<file path="config.mk">
export PLATFORM = sky130hd
export DESIGN_NAME = mclf_ram
export DESIGN_NICKNAME = d
export VERILOG_FILES = /design/src/rtl/core/multi_channel_linear_fade_engine_top_macros.svh /design/src/rtl/core/mclf_ram.sv
export SDC_FILE = /design/constraint.sdc
export NUM_CORES = 2
export LEC_CHECK = 0
export BUFFER_PORTS_ARGS = -buffer_cell sky130_fd_sc_hd__buf_2
export CAP_MARGIN = 10
export CORE_UTILIZATION = 50
export CTS_CLUSTER_DIAMETER = 40
export DETAILED_ROUTE_END_ITERATION = 8
export PLACE_DENSITY = 0.73
export SYNTH_ARGS = -nofsm -noshare
export SYNTH_HDL_FRONTEND = slang
export SYNTH_SLANG_ARGS = --single-unit
export TNS_END_PERCENT = 10
</file>
<file path="constraint.sdc">
create_clock -name i_clk -period 5.8 [get_ports i_clk]
set_input_delay 0.87 -clock i_clk [delete_from_list [all_inputs] [get_ports i_clk]]
set_output_delay 0.87 -clock i_clk [all_outputs]
set_load 0.02 [all_outputs]
</file>
<file path="src/rtl/core/multi_channel_linear_fade_engine_top_macros.svh">
// Assertion macros for the fade engine.
`ifndef MULTI_CHANNEL_LINEAR_FADE_ENGINE_TOP_MACROS_SVH
`define MULTI_CHANNEL_LINEAR_FADE_ENGINE_TOP_MACROS_SVH
// Check an implication on every clock edge outside reset.
`define MCLF_ASSERT_IMP(label, clk, rst_n, cond, prop, msg) \
    label: assert property (@(posedge clk) disable iff (!rst_n) (cond) |-> (prop)) \
        else $error(msg);
// Check an implication in the next cycle.
`define MCLF_ASSERT_NEXT(label, clk, rst_n, cond, prop, msg) \
    label: assert property (@(posedge clk) disable iff (!rst_n) (cond) |=> (prop)) \
        else $error(msg);
`endif

</file>
<file path="src/rtl/core/mclf_ram.sv">
// Generic single-port-write, single-port-read RAM with registered read.
module mclf_ram #(
    parameter int WIDTH = 32,
    parameter int DEPTH = 64
) (
    input  logic                     i_clk,
    input  logic                     i_we,
    input  logic [$clog2(DEPTH)-1:0] i_waddr,
    input  logic [WIDTH-1:0]         i_wdata,
    input  logic [$clog2(DEPTH)-1:0] i_raddr,
    output logic [WIDTH-1:0]         o_rdata
);
    logic [WIDTH-1:0] r_mem [DEPTH];
    always_ff @(posedge i_clk) begin
        if (i_we) begin
            r_mem[i_waddr] <= i_wdata;
        end
        o_rdata <= r_mem[i_raddr];
    end
endmodule

</file>
==> metrics.cfg <==
[status]
outcome=finished, final reports clean

[global_route]
antenna_found_initial=21
grt_overflow=0
grt_max_degree=84
grt_pass1_wl_um=280000
grt_pass1_vias=38100
grt.total_usage_pct=25.1

[pwr]
power_mw=32.1
vdd_drop_max_mv=0.327
power_density_nw_per_um2=358
leakage_nw=27.9

[clock_network]
clock_path_buffers=3
cts_root_buf=clkbuf_16
path_clk_slew_ns=0.06
clk_latency_ns=0.87
cts_buffers=218
cts_setup_buffers=0
htreeDepth=4
cts.sinks=2080
post_cts_resized=0
cts_tree=yes
ctsHoldBuffers=0

[synthesis]
synth_edf_count=2048
yosysTopAreaCellShare_pct=78.3
synth_top_cell_by_area=edfxtp_1
syn_avg_cell_area_um2=23.6
synth_area_um2=78500
yosysSeqAreaShare_pct=79.1
synth_ff_type=edfxtp_1
ys_types=34
synthCells=3324
synthesis.nets=3370
synth_area_leaders=edfxtp_1 78%, mux4_2 16%, mux2i_1 1.2%
ys_seq_elements=2080
async_flop_share_pct=0
yosys_warnings=0

[final_layout]
nFillCells=10800
area_growth_pct=13.9
final_layout_size_suffix_gt1_share_pct=30.7
fin_cells=5829
fin_nets=3614

[timing]
rsz0062_at_grt=no
fmax_mhz=319
setup-violations-final=0
fin_setup_tns_ns=0
slew_viol_final=0
tightestPinTransition_ns=1.29
worst_slack_ns=2.67
period_minus_slack_ns=3.13
finalClockSkew_ns=0.0320
slew_headroom_pct=13.9
period_share_pct=54.0
hold_violations=0

[routing]
drcViolationCount=0
wl_um=197000
ant_nets=0
drtIter0Drc=6061
drt_pre_antenna_iters=5
wl_per_cell_um=33.8
num_vias=38100
viasPerCell=6.53

[worst_hold_path]
hold_class=input pin to flop
min_path_cells=2

[setup_path]
cp.required_ns=6.51
start_kind=input pin
cp.arrival_ns=3.84
endpoint_kind=flop
critical_path.max_fanout=81
critical_path_class=input pin to flop
reg2reg_depth=5

[floorplan]
die_x_um=398
ios=78
start_util_pct=50.3
rows=145
core_um2=156000
die_y_um=398
die_area_um2=159000

[flow_run]
maxCapViolCount=0

[place]
dp_hpwl_um=109000
place_inst=5405
place_worst_setup_slack_ns=1.77
gp_congestion=0.793
port_buffers=77

layout make-up:
cell class,count,area [µm²],area share (%)
Antenna cell,8,20.0,0.0224
Clock buffer,277,5750,6.42
Timing Repair Buffer,206,1540,1.72
Clock inverter,138,1470,1.64
Tap cell,2058,2570,2.88
Multi-Input combinational cell,1062,16000,17.9
Sequential cell,2080,62100,69.5
logic make-up (layout without fill, tap and decap cells):
logic type,after synthesis,after routing,synth area share [%]
other,0,8,0
muxes,637,637,16.8
buffers and inverters,182,621,1.13
DFF,2080,2080,79.1
and+or+nand+nor,223,223,1.27
AOI/OAI and AO/OA,202,202,1.67
sequential cells by signal, summed over array words and instances, names as in the netlist:
register / flops
o_rdata: 32
r_mem: 2048
placed cells by master (no fill, tap or decap), types with 16 or more instances in the layout:
master / count
nand2_1: 26
o22ai_1: 84
o221ai_1: 27
mux2i_1: 93
nor2_1: 75
clkinv_2: 30
buf_2: 73
mux4_2: 544
edfxtp_1: 2048
clkbuf_16: 218
bufinv_16: 16
dfxtp_1: 32
buf_4: 117
clkbuf_1: 52
a21oi_1: 62
clkinv_1: 29
nor2_4: 62
cells in the mapped netlist (2+ instances only):
| cell | instances |
|---|---|
| or3_1 | 3 |
| nand3b_1 | 5 |
| buf_2 | 57 |
| a22oi_1 | 12 |
| dfxtp_1 | 32 |
| mux2i_1 | 93 |
| o221ai_1 | 27 |
| o22ai_1 | 84 |
| buf_1 | 21 |
| o32ai_1 | 4 |
| a41o_1 | 4 |
| edfxtp_1 | 2048 |
| nand4_1 | 2 |
| a311oi_1 | 8 |
| nor2b_1 | 15 |
| clkbuf_1 | 74 |
| nand2_1 | 26 |
| nand3_1 | 5 |
| and2_1 | 2 |
| buf_6 | 5 |
| buf_4 | 25 |
| nand2b_1 | 8 |
| mux4_2 | 544 |
| nor2_1 | 137 |
| a21oi_1 | 62 |
| or3b_1 | 2 |
| nor3_1 | 7 |
| or3b_2 | 3 |
| and3_1 | 4 |
through the flow:
stage / cell area, µm² / utilization, % / hold WS [ns]
4_1_cts: 89400 / 57.3 / 0.676
3_5_place_dp: 82200 / 52.7 / 0.756
6_report: 89500 / 57.3 / 0.715
5_1_grt: 89500 / 57.3 / 0.714
2_1_floorplan: 78500 / - / 0.663
3_3_place_gp: 82200 / 52.7 / 0.715
path summary, 6_finish.rpt:
path	from	slack (ns)	to
max	i_raddr[1]	2.67	o_rdata[7]
min	i_wdata[29]	0.71	r_mem[41][29]
max reg2reg	r_mem[39][10]	3.65	o_rdata[10]
min reg2reg	r_mem[12][17]	0.75	o_rdata[17]
power by group:
group / internal (mW) / switching [mW]
clock: 7.85 / 6.00
combinational: 0.548 / 0.939
sequential: 16.6 / 0.0717
metal layers:
metal | part of all wire, % | vias to the layer above | routed length (µm) | track usage [%]
met5 | 0.064 | - | 127 | 0
met2 | 48 | 2517 | 94300 | 38.9
li1 | - | 14800 | - | -
met4 | 3.0 | 18 | 5970 | 8.76
met3 | 11 | 353 | 21800 | 5.87
met1 | 38 | 20400 | 75100 | 35.4
worst max-delay path: stages:
cell and delay, ns:
buf_8 0.48, buf_12 0.51, buf_4 0.51, mux4_2 0.43, o22ai_1 0.17, nor2_1 0.07, a21oi_1 0.58, nor2_1 0.09
No activity file was read; power rests on OpenSTA's default activity.
