**config.mk**
```make
export PLATFORM = sky130hd
export DESIGN_NAME = mclf_div
export DESIGN_NICKNAME = d
export VERILOG_FILES = /design/src/rtl/core/multi_channel_linear_fade_engine_top_macros.svh /design/src/rtl/core/mclf_pkg.sv /design/src/rtl/core/mclf_div.sv
export SDC_FILE = /design/constraint.sdc
export NUM_CORES = 1
export LEC_CHECK = 0
export CAP_MARGIN = 0
export CORE_UTILIZATION = 61
export CTS_BUF_LIST = sky130_fd_sc_hd__clkbuf_8
export DETAILED_ROUTE_END_ITERATION = 10
export DONT_BUFFER_PORTS = 1
export PLACE_DENSITY = 0.77
export SLEW_MARGIN = 20
export SYNTH_ARGS = -nofsm -noshare
export SYNTH_HDL_FRONTEND = slang
export SYNTH_SLANG_ARGS = --single-unit
```
**constraint.sdc**
```tcl
create_clock -name i_clk -period 5.2 [get_ports i_clk]
set_clock_uncertainty 0.2 [all_clocks]
set_input_delay 0.78 -clock i_clk [delete_from_list [all_inputs] [get_ports i_clk]]
set_output_delay 0.78 -clock i_clk [all_outputs]
set_load 0.05 [all_outputs]
```
**src/rtl/core/multi_channel_linear_fade_engine_top_macros.svh**
```systemverilog
// Assertion macros for the fade engine.
`ifndef MULTI_CHANNEL_LINEAR_FADE_ENGINE_TOP_MACROS_SVH
`define MULTI_CHANNEL_LINEAR_FADE_ENGINE_TOP_MACROS_SVH
// Check an implication on every clock edge outside reset.
`define MCLF_ASSERT_IMP(label, clk, rst_n, cond, prop, msg) \
    label: assert property (@(posedge clk) disable iff (!rst_n) (cond) |-> (prop)) \
        else $error(msg);
// Check an implication in the next cycle.
`define MCLF_ASSERT_NEXT(label, clk, rst_n, cond, prop, msg) \
    label: assert property (@(posedge clk) disable iff (!rst_n) (cond) |=> (prop)) \
        else $error(msg);
`endif

```
**src/rtl/core/mclf_pkg.sv**
```systemverilog
// Package with types and constants of the fade engine.
package mclf_pkg;
    localparam int unsigned LEVEL_W = 32;
    localparam int unsigned VALUE_W = 24;
    localparam int unsigned TICKS_W = 16;
    localparam int unsigned VALUE_FIELDS = 4;

    typedef enum logic [2:0] {
        ACT_TICK   = 3'd0,
        ACT_LOAD   = 3'd1,
        ACT_STOP   = 3'd2,
        ACT_PAUSE  = 3'd3,
        ACT_RESUME = 3'd4
    } t_action;

    typedef enum logic [3:0] {
        ST_IDLE,
        ST_DIV_RUN,
        ST_LOAD_WR,
        ST_SCAN,
        ST_RD,
        ST_RD_WAIT,
        ST_STEP,
        ST_EMIT
    } t_state;

    typedef struct packed {
        logic start;
        logic busy;
        logic done;
    } t_div_ctl;
endpackage

```
**src/rtl/core/mclf_div.sv**
```systemverilog
// Restoring signed divider: one quotient bit per cycle, saturated to 32 bits.
module mclf_div (
    input  logic                i_clk,
    input  logic                i_rst_n,
    input  logic                i_start,
    input  logic signed [33:0]  i_num,
    input  logic [15:0]         i_den,
    output mclf_pkg::t_div_ctl  o_ctl,
    output logic signed [31:0]  o_quot
);
    import mclf_pkg::*;
    localparam int NW = 34;
    logic [NW-1:0] r_q, n_q;
    logic [16:0]   r_rem, n_rem;
    logic [15:0]   r_den;
    logic          r_neg;
    logic [5:0]    r_cnt;
    logic          r_busy, r_done;
    logic [16:0]   w_try;
    logic [NW-1:0] w_mag;
    logic signed [NW:0] w_sq;

    assign w_try = {r_rem[15:0], r_q[NW-1]} - {1'b0, r_den};
    always_comb begin
        n_q   = {r_q[NW-2:0], 1'b0};
        n_rem = {r_rem[15:0], r_q[NW-1]};
        if (!w_try[16]) begin
            n_rem = w_try;
            n_q[0] = 1'b1;
        end
    end
    assign w_mag = i_num[NW-1] ? NW'(-i_num) : NW'(i_num);

    always_ff @(posedge i_clk) begin
        if (!i_rst_n) begin
            r_busy <= 1'b0;
            r_done <= 1'b0;
            r_cnt  <= '0;
        end else begin
            r_done <= 1'b0;
            if (i_start) begin
                r_busy <= 1'b1;
                r_cnt  <= 6'(NW);
            end else if (r_busy) begin
                r_cnt <= r_cnt - 6'd1;
                if (r_cnt == 6'd1) begin
                    r_busy <= 1'b0;
                    r_done <= 1'b1;
                end
            end
        end
    end
    always_ff @(posedge i_clk) begin
        if (i_start) begin
            r_q   <= w_mag;
            r_rem <= '0;
            r_den <= (i_den == '0) ? 16'd1 : i_den;
            r_neg <= i_num[NW-1];
        end else if (r_busy) begin
            r_q   <= n_q;
            r_rem <= n_rem;
        end
    end
    // Truncate toward zero, then saturate.
    assign w_sq = r_neg ? -$signed({1'b0, r_q}) : $signed({1'b0, r_q});
    always_comb begin
        if (w_sq > (NW+1)'(signed'(32'h7FFF_FFFF))) o_quot = 32'sh7FFF_FFFF;
        else if (w_sq < -(NW+1)'(signed'({1'b0, 32'h8000_0000})))
            o_quot = 32'sh8000_0000;
        else o_quot = w_sq[31:0];
    end
    assign o_ctl = '{start: i_start, busy: r_busy, done: r_done};
endmodule

```
==> run_results.csv <==
group,metric,value,unit
cts,numCtsBuffers,9,
layout,area_growth,6.933,%
power_and_ir_drop,p_seq_share,41.0,%
cts,cts_resized,0,
routing,detail_route.wl_per_cell,16.07,µm
global_routing,grt_overflow_total,0,
layout,seq_area,0.002012,mm²
synth,synth_edf_count,51,
worst_hold_path,worst_hold_path_type,"reg -> reg",
cts,insertion_delay,350,ps
floorplan,die_area,0.01010,mm²
power_and_ir_drop,ir_drop,0.0001507,V
power_and_ir_drop,swShare,38.48,%
timing,grt_setup_unrepaired,"no",
setup_path,crit_required,4220,ps
cts,clock-sinks,75,
synth,synth_cell_types,62,
setup_path,slowest_delay,690,ps
routing,ant_nets,0,
run_status,status,"finished clean",
setup_path,path_class,"reg -> out",
global_routing,grt_pass1_wl,22.51,mm
layout,nets,786,
timing,fin_crit,4805,ps
flow_run,maxCapViolCount,0,
setup_path,critPathTopFamily,"simple AND/OR/NAND/NOR gates",
floorplan,ios,88,
timing,setup_tns,0,ps
synth,syn_inst,718,
synth,avgSynthCellArea,8.244,µm²
timing,tightest_slew,772.7,ps
power_and_ir_drop,p_clk_share,24.2,%
power_and_ir_drop,switchingPower,0.7170,mW
power_and_ir_drop,p_int,1.146,mW
cts,cts_root_buffer,"clkbuf_8",
cts,cts_tree,"built",
power_and_ir_drop,power,1.863,mW
cts,cts_setup_buffers,0,
synth,async_reset_ff_share,0,%
synth,synth_seq_cells,75,
timing,drv_slew,0,
setup_path,cp_cell_sequence,"inv_1 -> ha_1 -> nand2b_1 -> nor4b_1 -> nand4_1 -> or3_1 -> o31ai_4 -> buf_4 -> o21ai_0 -> a21oi_1 -> buf_4",
timing,clock.fmax,208.1,MHz
global_routing,antenna_found_initial,0,
layout,drive_above_1_share,9.205,%
timing,finalCritPeriodShare,92.40,%
place,placed_cell_area,0.006133,mm²
setup_path,crit_path_frequent_cell,"buf_4",
routing,vias,5208,
global_routing,track_usage,27.75,%
place,port_buffers,0,
layout,final_area,0.006330,mm²
timing,hold_violations,0,
floorplan,die_w,100.5,µm
power_and_ir_drop,power_leakage,2.325,nW
setup_path,cp_slowest_cell,"nor4b_1",
synth,synth_area,0.005919,mm²
floorplan,coreArea,0.009328,mm²
layout,fillers,790,
global_routing,grt_max_degree,106,
setup_path,critPathLaunchType,"flip-flop",
global_routing,grt_pass1_vias,4876,
layout,antenna_cells,0,
synth,syn_nets,792,
routing,drtPass1Iterations,5,
floorplan,rows,35,
synth,ys.warnings.count,0,
timing,finalSetupViolCount,0,
cts,holdBufCountCts,0,
setup_path,cp_num_buf_inv,3,
place,place_congestion,0.9081,
cts,clk_pin_slew,100,ps
place,place_hpwl,10.22,mm
setup_path,arrival,3820,ps
routing,drc,0,
setup_path,worstPathMaxFanout,37,
floorplan,initial_utilization,63.46,%
power_and_ir_drop,p_per_area,294.3,mW/mm²
setup_path,end_kind,"output port",
layout,multi_input_area,0.003562,mm²
synth,ys_seq_area_share,33.99,%
routing,routed_wl,13.60,mm
timing,slew_headroom,47.76,%
cts,cts_max_level,3,
floorplan,die_h,100.5,µm
synth,ys.flop_type,"edfxtp_1",
cts,clock_path_buffers,2,
routing,drt-initial-drc-count,321,
power_and_ir_drop,p_comb_share,34.7,%
routing,vias_per_cell,6.156,
final timing paths:
check,startpoint,end,slack (ps),depth (start not counted)
worst max register to register,r_q[33],r_rem[4],1350,10
worst min register to register,r_rem[1],r_rem[1],310,2
worst max-delay path,r_q[1],o_quot[3],400,11
worst min-delay path,r_rem[1],r_rem[1],310,2
worst min-delay path, cell delays in order (launching register included):
cell and delay [ps]:
dfxtp_1 350, nand2_1 60, o31ai_1 60
kinds of logic after synthesis:
kind of cell / Yosys count / share of synthesized area, %
buffers and inverters: 88 / 5.982
xor gates and xnor gates: 78 / 11.54
AOI/OAI and AO/OA: 230 / 24.20
DFF: 75 / 33.99
and+or+nand+nor: 222 / 19.02
adders and majority gates: 21 / 4.566
muxes: 4 / 0.6975
power groups by stage:
stage               logic, mW  registers (mW)  clock network [mW]
finish                  0.647           0.764               0.452
floorplan               0.526           0.753                   0
global route            0.705           0.772               0.482
global placement        0.624           0.773                   0
detailed placement      0.641           0.777                   0
CTS                     0.644           0.763               0.455
cell usage in the layout, fill, tap and decap left out, types with 4 or more instances in the layout:
master	netlist	final
nor2_1	73	73
nand2b_1	9	9
o21a_1	6	6
nand4_1	8	8
inv_1	34	35
o21ai_1	22	29
clkbuf_8	0	9
nor3_1	14	13
xor2_1	42	42
buf_4	5	36
dfxtp_1	24	24
nand3_1	19	19
a21oi_1	88	88
nand3b_1	5	5
or3_1	9	9
nand4b_1	4	4
o211ai_1	6	6
nor4_1	7	7
a211oi_1	4	4
o31ai_1	21	21
a311oi_1	5	5
nand2_1	43	43
o41ai_1	9	9
or4_1	5	5
edfxtp_1	51	51
nor2b_1	5	5
and3_1	7	7
xnor2_1	36	36
ha_1	20	20
a21o_1	4	4
o21ai_0	38	30
per-stage QoR:
step                hold slack, ps  utilization (%)  cells  setup slack (ps)
floorplan                    250.5                -    718             862.6
global placement             284.9            65.75    830              1023
detailed placement           301.2            65.75    830             806.1
CTS                          309.0            67.82    846             412.0
global route                 288.5            67.86    846             48.23
finish                       308.4            67.86    846             395.3
state kept, by name, indices dropped and copies added, names as in the netlist:
name / flops
r_busy: 1
r_cnt: 6
r_den: 16
r_done: 1
r_neg: 1
r_q: 34
r_rem: 16
final cells by class:
type,instances,share of cell area [%]
multi-input cells,555,56.28
flip-flops and latches,75,31.78
repair buffers,36,4.270
well taps,129,2.550
inverters,35,2.076
clock buffers,9,1.957
clock inverters,7,1.087
synthesized netlist by cell type, drive strengths merged (6+ instances only):
library cell,n,area (µm²)
nor2,73,274.0
buf,10,61.31
o211ai,6,45.04
or3,10,67.56
edfxtp,51,1531
o41ai,9,78.83
dfxtp,24,480.5
ha,20,250.2
o21ai,60,300.3
o31ai,25,225.2
nand2b,9,56.30
clkbuf,43,161.4
or4,8,71.32
o21a,6,45.04
xor2,42,367.9
nand4,8,50.05
xnor2,36,315.3
nand3,19,95.09
and3,7,43.79
a21oi,88,440.4
nor3,14,70.07
nand2,43,161.4
inv,34,127.6
nor4,9,77.57
layer usage:
layer  global-route usage (%)  up-vias  share of wire [%]
met1                    34.16     2384                 42
met3                    5.409       28                5.8
met5                        0        -                  0
met2                    48.79      188                 50
met4                    9.142        0                2.1
li1                         -     2608                  -
(Power assumes the default switching activity.)
